--- src/hw/rtl/bme_pkg.sv ---
`default_nettype none
package bme_pkg;
    localparam int EXP_WIDTH = 32;
    localparam int IDX_WIDTH = 5;
    localparam int LEN_WIDTH = 6;
    localparam int OUT_WIDTH = 32;

    localparam logic DIV_SRC_BASE = 1'b0;
    localparam logic DIV_SRC_PROD = 1'b1;
    localparam logic MUL_SQUARE   = 1'b0;
    localparam logic MUL_WALK     = 1'b1;

    typedef struct packed {
        logic load;
        logic div_start;
        logic div_src;
        logic mul;
        logic mul_sel;
        logic sq_write;
        logic acc_write;
        logic idx_inc;
        logic idx_dec;
        logic out_load;
    } bme_cmd_t;

    typedef struct packed {
        logic exp_zero;
        logic mod_zero;
        logic div_done;
        logic last_sq;
        logic bit_set;
        logic idx_zero;
    } bme_stat_t;

    function automatic logic [LEN_WIDTH-1:0] bme_bit_len(input logic [EXP_WIDTH-1:0] e);
        logic [LEN_WIDTH-1:0] n;
        n = '0;
        for (int i = 0; i < EXP_WIDTH; i++) begin
            if (e[i]) begin
                n = LEN_WIDTH'(i + 1);
            end
        end
        return n;
    endfunction
endpackage
`default_nettype wire

--- src/hw/rtl/bme_dpath.sv ---
`default_nettype none
module bme_dpath import bme_pkg::*; #(
    parameter int W = 32
) (
    input  wire logic                 aclk,
    input  wire logic                 aresetn,
    input  wire bme_cmd_t             cmd,
    output bme_stat_t                 stat,
    input  wire logic [OUT_WIDTH-1:0] in_base,
    input  wire logic [EXP_WIDTH-1:0] in_exp,
    input  wire logic [OUT_WIDTH-1:0] in_mod,
    output logic [OUT_WIDTH-1:0]      residue
);
    localparam int CW = $clog2(W + 1);

    logic [W-1:0]          b_reg, m_reg;
    logic [EXP_WIDTH-1:0]  e_reg;
    logic [LEN_WIDTH-1:0]  len_reg;
    logic [IDX_WIDTH-1:0]  idx_reg;
    logic signed [W-1:0]   acc_reg, sq_last_reg, rd_reg;
    logic signed [W-1:0]   sq_mem [EXP_WIDTH];
    logic signed [2*W-1:0] prod_reg;
    logic [2*W-1:0]        dvd_reg;
    logic [W-1:0]          rem_reg;
    logic                  neg_reg, busy_reg, done_reg;
    logic [CW-1:0]         cnt_reg;
    logic [OUT_WIDTH-1:0]  res_reg;

    logic signed [W-1:0]   opa, opb;
    logic [W:0]            t1, t2;
    logic [W-1:0]          r1, r2;
    logic signed [W+1:0]   rs, half, mext;
    logic signed [W-1:0]   bal;

    always_comb begin
        opa = (cmd.mul_sel == MUL_WALK) ? acc_reg : sq_last_reg;
        opb = (cmd.mul_sel == MUL_WALK) ? rd_reg : sq_last_reg;
        t1 = {rem_reg, dvd_reg[2*W-1]};
        r1 = (t1 >= {1'b0, m_reg}) ? W'(t1 - {1'b0, m_reg}) : t1[W-1:0];
        t2 = {r1, dvd_reg[2*W-2]};
        r2 = (t2 >= {1'b0, m_reg}) ? W'(t2 - {1'b0, m_reg}) : t2[W-1:0];
        mext = $signed({2'b00, m_reg});
        half = $signed({3'b000, m_reg[W-1:1]});
        rs = neg_reg ? -$signed({2'b00, rem_reg}) : $signed({2'b00, rem_reg});
        if (rs > half) begin
            rs = rs - mext;
        end
        if (rs < -half) begin
            rs = rs + mext;
        end
        bal = rs[W-1:0];
    end

    always_ff @(posedge aclk) begin
        rd_reg <= sq_mem[idx_reg];
        if (cmd.sq_write) begin
            sq_mem[idx_reg] <= bal;
        end
    end

    always_ff @(posedge aclk) begin
        if (cmd.load) begin
            b_reg   <= in_base[W-1:0];
            m_reg   <= in_mod[W-1:0];
            e_reg   <= in_exp;
            len_reg <= bme_bit_len(in_exp);
            acc_reg <= (in_mod[W-1:0] == '0) ? '0 : W'(1);
        end
        if (cmd.mul) begin
            prod_reg <= (2*W)'(opa) * (2*W)'(opb);
        end
        if (cmd.sq_write) begin
            sq_last_reg <= bal;
        end
        if (cmd.acc_write) begin
            acc_reg <= bal;
        end
        if (cmd.out_load) begin
            res_reg <= OUT_WIDTH'(acc_reg);
        end
        if (cmd.div_start) begin
            rem_reg <= '0;
            if (cmd.div_src == DIV_SRC_PROD) begin
                neg_reg <= prod_reg[2*W-1];
                dvd_reg <= prod_reg[2*W-1] ? (2*W)'(-prod_reg) : prod_reg;
            end else begin
                neg_reg <= 1'b0;
                dvd_reg <= {{W{1'b0}}, b_reg};
            end
        end else if (busy_reg) begin
            rem_reg <= r2;
            dvd_reg <= {dvd_reg[2*W-3:0], 2'b00};
        end
    end

    always_ff @(posedge aclk) begin
        if (!aresetn) begin
            idx_reg  <= '0;
            busy_reg <= 1'b0;
            done_reg <= 1'b0;
            cnt_reg  <= '0;
        end else begin
            done_reg <= 1'b0;
            if (cmd.load) begin
                idx_reg <= '0;
            end else if (cmd.idx_inc) begin
                idx_reg <= idx_reg + 1'b1;
            end else if (cmd.idx_dec) begin
                idx_reg <= idx_reg - 1'b1;
            end
            if (cmd.div_start) begin
                busy_reg <= 1'b1;
                cnt_reg  <= CW'(W);
            end else if (busy_reg) begin
                cnt_reg <= cnt_reg - 1'b1;
                if (cnt_reg == CW'(1)) begin
                    busy_reg <= 1'b0;
                    done_reg <= 1'b1;
                end
            end
        end
    end

    always_comb begin
        stat.exp_zero = (len_reg == '0);
        stat.mod_zero = (m_reg == '0);
        stat.div_done = done_reg;
        stat.last_sq  = (LEN_WIDTH'(idx_reg) + 1'b1 == len_reg);
        stat.bit_set  = e_reg[idx_reg];
        stat.idx_zero = (idx_reg == '0);
    end

    assign residue = res_reg;
endmodule
`default_nettype wire

--- src/hw/rtl/bme_ctrl.sv ---
`default_nettype none
module bme_ctrl import bme_pkg::*; (
    input  wire logic      aclk,
    input  wire logic      aresetn,
    input  wire logic      s_valid,
    output logic           s_ready,
    output logic           m_valid,
    input  wire logic      m_ready,
    input  wire bme_stat_t stat,
    output bme_cmd_t       cmd
);
    localparam logic [2:0] S_IDLE  = 3'd0;
    localparam logic [2:0] S_CHK   = 3'd1;
    localparam logic [2:0] S_MUL   = 3'd2;
    localparam logic [2:0] S_DSTRT = 3'd3;
    localparam logic [2:0] S_DIV   = 3'd4;
    localparam logic [2:0] S_WREAD = 3'd5;
    localparam logic [2:0] S_WTEST = 3'd6;
    localparam logic [2:0] S_FIN   = 3'd7;

    logic [2:0] state_reg, state_next;
    logic       walk_reg, walk_next;
    logic       m_valid_reg, m_valid_next;

    always_comb begin
        state_next   = state_reg;
        walk_next    = walk_reg;
        m_valid_next = m_valid_reg;
        cmd          = '0;
        cmd.mul_sel  = walk_reg ? MUL_WALK : MUL_SQUARE;
        cmd.div_src  = DIV_SRC_PROD;
        s_ready      = (state_reg == S_IDLE);
        if (m_valid_reg && m_ready) begin
            m_valid_next = 1'b0;
        end
        unique case (state_reg)
            S_IDLE: begin
                if (s_valid) begin
                    cmd.load   = 1'b1;
                    state_next = S_CHK;
                end
            end
            S_CHK: begin
                if (stat.exp_zero || stat.mod_zero) begin
                    state_next = S_FIN;
                end else begin
                    cmd.div_start = 1'b1;
                    cmd.div_src   = DIV_SRC_BASE;
                    walk_next     = 1'b0;
                    state_next    = S_DIV;
                end
            end
            S_MUL: begin
                cmd.mul    = 1'b1;
                state_next = S_DSTRT;
            end
            S_DSTRT: begin
                cmd.div_start = 1'b1;
                state_next    = S_DIV;
            end
            S_DIV: begin
                if (stat.div_done) begin
                    if (walk_reg) begin
                        cmd.acc_write = 1'b1;
                        if (stat.idx_zero) begin
                            state_next = S_FIN;
                        end else begin
                            cmd.idx_dec = 1'b1;
                            state_next  = S_WREAD;
                        end
                    end else begin
                        cmd.sq_write = 1'b1;
                        if (stat.last_sq) begin
                            walk_next  = 1'b1;
                            state_next = S_WREAD;
                        end else begin
                            cmd.idx_inc = 1'b1;
                            state_next  = S_MUL;
                        end
                    end
                end
            end
            S_WREAD: begin
                state_next = S_WTEST;
            end
            S_WTEST: begin
                if (stat.bit_set) begin
                    state_next = S_MUL;
                end else if (stat.idx_zero) begin
                    state_next = S_FIN;
                end else begin
                    cmd.idx_dec = 1'b1;
                    state_next  = S_WREAD;
                end
            end
            S_FIN: begin
                if (!m_valid_reg || m_ready) begin
                    cmd.out_load = 1'b1;
                    m_valid_next = 1'b1;
                    state_next   = S_IDLE;
                end
            end
            default: begin
                state_next = S_IDLE;
            end
        endcase
    end

    always_ff @(posedge aclk) begin
        if (!aresetn) begin
            state_reg   <= S_IDLE;
            walk_reg    <= 1'b0;
            m_valid_reg <= 1'b0;
        end else begin
            state_reg   <= state_next;
            walk_reg    <= walk_next;
            m_valid_reg <= m_valid_next;
        end
    end

    assign m_valid = m_valid_reg;
endmodule
`default_nettype wire

--- src/hw/rtl/balanced_modular_exponentiation_core.sv ---
// balanced modular exponentiation core
// input channel s_*: base, exponent and modulus, one transaction per request;
// only the low MOD_WIDTH bits of base and modulus are used
// output channel m_*: the residue base^exponent mod modulus, balanced into
// [-floor(m/2), floor(m/2)], two's complement
// a request first builds one squaring per exponent bit up to the highest set
// bit, then walks the bits from high to low and multiplies in each set one
// every modular multiply runs a multiply step, a start step and a remainder
// unit taking two dividend bits per cycle, then ends on a done pulse
// zero exponent or zero modulus goes straight from the check to the finish
// one request is in flight at a time; s_ready is high only while idle
// a finished result sits in the output register while the next request is
// taken; if the receiver stalls, the next result waits until it drains
// reset clears the controller and drops m_valid
`default_nettype none
module balanced_modular_exponentiation_core import bme_pkg::*; #(
    parameter int MOD_WIDTH = 32
) (
    input  wire logic                 aclk,
    input  wire logic                 aresetn,
    input  wire logic                 s_valid,
    output logic                      s_ready,
    input  wire logic [OUT_WIDTH-1:0] s_base_value,
    input  wire logic [EXP_WIDTH-1:0] s_exponent,
    input  wire logic [OUT_WIDTH-1:0] s_modulus,
    output logic                      m_valid,
    input  wire logic                 m_ready,
    output logic [OUT_WIDTH-1:0]      m_residue
);
    bme_cmd_t  cmd;
    bme_stat_t stat;

    bme_ctrl u_ctrl (
        .aclk    (aclk),
        .aresetn (aresetn),
        .s_valid (s_valid),
        .s_ready (s_ready),
        .m_valid (m_valid),
        .m_ready (m_ready),
        .stat    (stat),
        .cmd     (cmd)
    );

    bme_dpath #(.W(MOD_WIDTH)) u_dpath (
        .aclk    (aclk),
        .aresetn (aresetn),
        .cmd     (cmd),
        .stat    (stat),
        .in_base (s_base_value),
        .in_exp  (s_exponent),
        .in_mod  (s_modulus),
        .residue (m_residue)
    );
endmodule
`default_nettype wire

--- config.mk ---
export PLATFORM = sky130hd
export DESIGN_NAME = balanced_modular_exponentiation_core
export DESIGN_NICKNAME = d
export VERILOG_FILES = /design/src/hw/rtl/bme_pkg.sv /design/src/hw/rtl/bme_dpath.sv /design/src/hw/rtl/bme_ctrl.sv /design/src/hw/rtl/balanced_modular_exponentiation_core.sv
export SDC_FILE = /design/constraint.sdc
export NUM_CORES = 2
export LEC_CHECK = 0
export BUFFER_PORTS_ARGS = -buffer_cell sky130_fd_sc_hd__buf_2
export CORE_MARGIN = 2
export CORE_UTILIZATION = 65
export CTS_CLUSTER_SIZE = 10
export DETAILED_ROUTE_END_ITERATION = 10
export PLACE_DENSITY = 0.82
export SLEW_MARGIN = 20
export SYNTH_ARGS = -nofsm -noshare
export SYNTH_HDL_FRONTEND = slang
export SYNTH_SLANG_ARGS = --single-unit
--- constraint.sdc ---
create_clock -name aclk -period 9.8 [get_ports aclk]
set_input_delay 0.49 -clock aclk [delete_from_list [all_inputs] [get_ports aclk]]
set_output_delay 0.49 -clock aclk [all_outputs]
set_load 0.05 [all_outputs]
Yosys cells after proc, flatten, opt, wreduce, memory -nomap -nowiden
Memories as Yosys holds them, arrays and structs flattened. A register that Yosys moved wholly into a read port is not among the register bits.
Cells that the tools add are included.
Operators by class
  $add $sub $neg: 11
  $mul: 1
  order comparisons: 5
  eq/ne operators: 13
  mux-type cells: 92
  bitwise gates (word level): 2
  reduce and logical (&&, ||, !) cells: 18
Operators with widths (count)
  64-bit 2-to-1 mux: 4
  32-bit 2-to-1 mux: 7
  5-bit 2-to-1 mux: 18
  34-bit 2-to-1 mux: 2
  33-bit by 32-bit >= comparator with 1-bit output: 2
  32-bit logical NOT: 2
  32-bit by 32-bit multiplier with 64-bit output: 1
  64-bit negation: 1
  32-bit subtractor: 2
  4-bit 2-to-1 mux: 9
  34-bit by 32-bit > comparator with 1-bit output: 1
  34-bit < comparator: 1
  31-bit negation with 34-bit output: 1
  32-bit negation with 34-bit output: 1
  34-bit by 33-bit subtractor with 34-bit output: 1
  3-bit 2-to-1 mux: 11
  32-bit adder: 1
  1-bit 2-to-1 mux: 29
  3-bit one-hot mux with 8 select lines: 1
  3-bit equality test, second input constant: 4
  6-bit 2-to-1 mux: 2
  2-bit 2-to-1 mux: 5
  2-bit nonzero test: 4
  5-bit by 1-bit adder with 6-bit output, second input constant: 1
  other kinds (22): 31
Word-level totals
  register bits after elaboration: 377
  memory bits (writable): 1024
  input port bits: 100
  output and inout port bits: 34
  word-level logic and storage cells: 162
  memories: 1
Memories
  u_dpath.sq_mem: depth 32, width 32, read ports 1, clocked after Yosys merged registers in 1, write ports 1, RTL line bme_dpath.sv:21  | logic signed [W-1:0] sq_mem [EXP_WIDTH];

Depth between registers and ports, before layout
  depth in word-level cells: 31
  mapped depth: 35
  mapped depth without buffers: 30

By module
A second synthesis with hierarchy kept.
Second synthesis, totals
  cell total of the unflattened synthesis: 8219
  area, all modules: 100366.3 um^2
By module, submodules not included
  bme_dpath: times used 1, cells an instance 8161, area each 99934.6 um^2, sequential area each 42110.4 um^2
  bme_ctrl: times used 1, cells an instance 58, area each 431.7 um^2, sequential area each 100.1 um^2

Worst setup path after synthesis
No wires, ideal clock.
  kind: reg-to-reg
  start: register u_ctrl.walk_reg
  end: register u_dpath.prod_reg[58], data pin
  library setup time: 0.256 ns
  data arrival time: 8.602 ns
  required time: 9.544 ns
  path slack: 0.942 ns
  cell stages (with the launch flop): 34
  path buffers: 6
  clock period less this slack: 8.858 ns
  cells stage by stage: dfxtp_1 clkbuf_1 clkbuf_1 clkbuf_1 buf_1 nand2_1 nand2_1 clkbuf_1 nand2_1 fa_1 inv_1 fa_1 inv_1 fa_1 inv_1 fa_1 fa_1 inv_1 fa_1 fa_1 fa_1 inv_1 ha_1 clkbuf_1 a21oi_1 o211ai_1 a211oi_1 o221ai_1 a21oi_1 o32ai_1 a41o_1 a311o_1 a2111oi_0 and4b_1
Between the ends
  longest elaborated chain between the ends: 3
  elaborated cells between the ends (all ways): 4
  classes of those cells: mul: 1; mux: 3
RTL lines
  from (decl): RTL line bme_ctrl.sv:22  | logic walk_reg, walk_next;
  from (signal assigned): RTL line bme_ctrl.sv:116  | walk_reg <= walk_next;
  1-bit 2-to-1 mux (*): RTL line bme_ctrl.sv:30  | cmd.mul_sel = walk_reg ? MUL_WALK : MUL_SQUARE;
  32-bit 2-to-1 mux (on tied branches): RTL line bme_dpath.sv:36, bme_dpath.sv:37
  32-bit by 32-bit multiplier with 64-bit output (*): RTL line bme_dpath.sv:70  | prod_reg <= (2*W)'(opa) * (2*W)'(opb);
  to (signal assigned): RTL line bme_dpath.sv:70
  to (decl): RTL line bme_dpath.sv:22  | logic signed [2*W-1:0] prod_reg;
Mark *: on every way between the ends. The rest lies on a longest branch, timed or not.
A chain may end at the register's enable or synchronous reset.

Worst setup path after layout
  start: register u_ctrl.walk_reg
  end: register u_dpath.prod_reg[63], data pin
The elaborated chain is that of the path after synthesis.

==> impl_results.md <==
- Status: complete, no violations
- Max Cap Viol: 0
- GRT overflow: 0
- Flops & latches, synth: 1,433
- TritonCTS clock tree: yes
- Pleak: 44.5 nW
- Syn Nets: 9,982
- Commonest non-fill, non-tap cell in the layout: edfxtp_1
- Switching part of the total: 40.5%
- Layout area overhead: 10.9%
- Final WL: 363 mm
- Clock latency on the worst-skew pair: 0.86 ns
- Maximum VDD drop: 0.000379 V
- F_max: 105 MHz
- Initial Utilization: 65.4%
- Library cells used by synthesis: 90
- NetSw: 0.0113 W
- RR Endpoint: u_dpath.prod_reg[63]
- Part of the power in registers: 34.9%
- Pwr per Cell Area: 249 nW/um2
- Crit path capture: u_dpath.prod_reg[63]
- Measured slew at the worst slew-check pin: 1.12 ns
- Final cell count without fillers: 10,900
- Setup TNS: 0 ns
- Most frequent cells in the layout: edfxtp_1, inv_1, fa_1, nand2_1, nor2_1
- Syn Inst Count: 8,408
- Synthesized area: 101,000 um2
- Crit Path Category: reg2reg
- Num ports: 134
- Post-layout min period: 9.52 ns
- CP arrival: 10.05 ns
- Die ar.: 158,000 um2
- RSZ-0062 raised after global routing: false
- Syn. warnings: 0
- Vias: 75,300
- DIE HEIGHT: 398 um
- Share of synthesized registers carrying an async set or reset: 0%
- Worst-path fanout max: 40
- DRC: 0
- Port bufs: 133
- Vias in the first global route: 76,500
- Syn_area_per_cell: 12.0 um2
- DR WL/cell: 33.3 um
- Final setup fails: 0
- Period utilization: 97.2%
- Root Buffer Master: clkbuf_16
- Worst-path clk slew: 0.05 ns
- Initial antenna violation count: 18
- Total CTS buffers: 167
- Critical Path Most Common Cell: fa_1
- Relative slew slack: 25.1%
- Origin of the critical flop-to-flop path: u_ctrl.walk_reg
- Critical Path Sink Type: flop
- Final Wtd Congestion: 1.02
- Comb pwr share: 43.1%
- Max Transition Viols Final: 0
- EDFF count, synth: 1,351
- Final hold violations: 0
- Row count: 144
- CTS Sinks: 1,433
- Maximum clock insertion buffer count: 3
- Layout cells sized above 1: 11.6%
- Final Instance Area: 112,000 um2
- Worst Setup SP: u_ctrl.walk_reg
- First-pass DRT Iterations: 7
- Reg2reg setup slack: 0.28 ns
- Hold depth: 2
- Startpoint types: flop
- Overall fraction of global-route tracks in use: 46.6%
- Die Wd: 398 um
- First-pass GRT wire length: 523 mm
- Via density: 6.90
- Largest net degree at the start of global routing: 117
- HPWL Detailed: 236 mm
- Max reg flops: 1,024
- Slowest CP cell: fa_1
- Clock power share: 22.0%
- Antenna viol nets, final: 0
- Worst Skew: 0.100 ns
- Main flop type after synthesis: edfxtp_1
- Final-stage net count: 10,300
- Core ar.: 154,000 um2
- Seq/Total Area, Yosys: 41.9%
- First DRT Iteration DRCs: 11,900
- Largest stage delay on the critical path: 0.79 ns
- Critical path data required time: 10.32 ns
- Total power: 0.0278 W
- Design internal power: 0.0166 W
- R2R depth: 28
- H-tree Lvls: 4
- Post-DP Area: 106,000 um2
- Worst Hold Class: in2reg
- Placed insts: 10,500
-- kinds of logic (layout without fill, tap and decap cells) --
| family | count (synthesis) | after routing | share of synthesized area [%] |
|---|---|---|---|
| other | 0 | 9 | 0 |
| and+or+nand+nor | 2213 | 2213 | 9.56 |
| adders and majority gates | 1474 | 1474 | 26.4 |
| muxes | 314 | 314 | 6.43 |
| AOI/OAI and AO/OA | 1213 | 1213 | 7.64 |
| buffers and inverters | 1464 | 1923 | 5.49 |
| xor gates and xnor gates | 297 | 297 | 2.60 |
| DFF | 1433 | 1433 | 41.9 |
-- cell usage after synthesis (all sizes together), types with 12 or more instances --
library cell     n  area [um2]
a211oi          47         358
a21o            95         713
a21oi          347        1740
a22oi          133         998
a311oi          18         158
a31oi           26         163
and2            39         244
and3            22         138
buf             55         244
clkbuf         305        1140
dfxtp           82        1640
edfxtp        1351       40600
fa            1087       21800
ha             387        4840
inv           1103        4140
mux2            28         315
mux2i           22         220
mux4           264        5950
nand2          908        3410
nand2b          74         463
nand3           83         425
nand4           76         482
nor2           767        2880
nor2b           63         394
nor3            58         290
nor4            33         243
o211ai          23         173
o21a            39         293
o21ai          281        1410
o21bai          30         225
o22ai           12        75.1
o31ai           50         380
o41ai           21         184
or3             28         175
or4             24         191
xnor2          177        1570
xor2           120        1050
-- worst min-delay path by stage --
| stage | from | to | slack, ns |
|---|---|---|---|
| floorplan | u_dpath.acc_reg[10] | u_dpath.residue[10] | 0.45 |
| global placement | u_dpath.cnt_reg[0] | u_dpath.cnt_reg[0] | 0.47 |
| detailed placement | u_dpath.rem_reg[1] | u_dpath.rem_reg[1] | 0.49 |
| CTS | aresetn | u_dpath.busy_reg | 0.001 |
| global route | aresetn | u_dpath.busy_reg | 0.03 |
| finish | aresetn | u_dpath.busy_reg | 0.05 |
-- power by group through the flow --
stage               clock [W]  combinational (W)  sequential [W]
floorplan                   0            0.00713         0.00973
global placement            0             0.0108         0.00979
detailed placement          0             0.0113         0.00980
CTS                   0.00603             0.0115         0.00968
global route          0.00629             0.0128         0.00972
finish                0.00611             0.0120         0.00971
-- what timing repair did --
action	in CTS	in global routing
gates resized for setup	0	3
setup buffers	0	1
endpoints found under the hold margin	97	0
endpoints found under the setup margin	0	8
hold buffers	96	0
-- layout make-up --
cell class,instances,area (um2)
multi-input cells,5511,53500
fillers,9799,42300
flip-flops and latches,1433,42200
clock buffers,261,4570
repair buffers,532,4150
inverters,1104,4150
well taps,2044,2560
clock inverters,26,534
diodes,9,22.5
-- through the flow --
stage,utilization (%),hold slack (ns),worst slack (ns)
final,72.5,0.0453,0.278
after global routing,72.5,0.0320,0.0252
after CTS,72.5,0.00137,0.0470
after detailed placement,68.6,0.493,0.104
after global placement,68.6,0.474,0.361
after floorplan,-,0.451,0.942
-- worst max-delay path: cells and delay by family, from the launching register on --
kind            cells  cell delay (ns)
flops               1             0.71
buf+inv             8             1.04
xor+xnor            1             0.11
fa+ha+maj           9             4.98
compound gates      2             0.84
simple gates        8             1.51
-- metal layers --
| metal | up-vias | part of all wire (%) | routed length (um) | global-route usage [%] |
|---|---|---|---|---|
| met5 | - | 0.052 | 188 | 0.575 |
| met4 | 14 | 8.9 | 32300 | 32.3 |
| met3 | 2050 | 15 | 53300 | 15.6 |
| met2 | 6937 | 43 | 158000 | 68.5 |
| met1 | 36800 | 33 | 120000 | 58.8 |
| li1 | 29500 | - | - | - |
No activity file was read; power rests on OpenSTA's default activity.
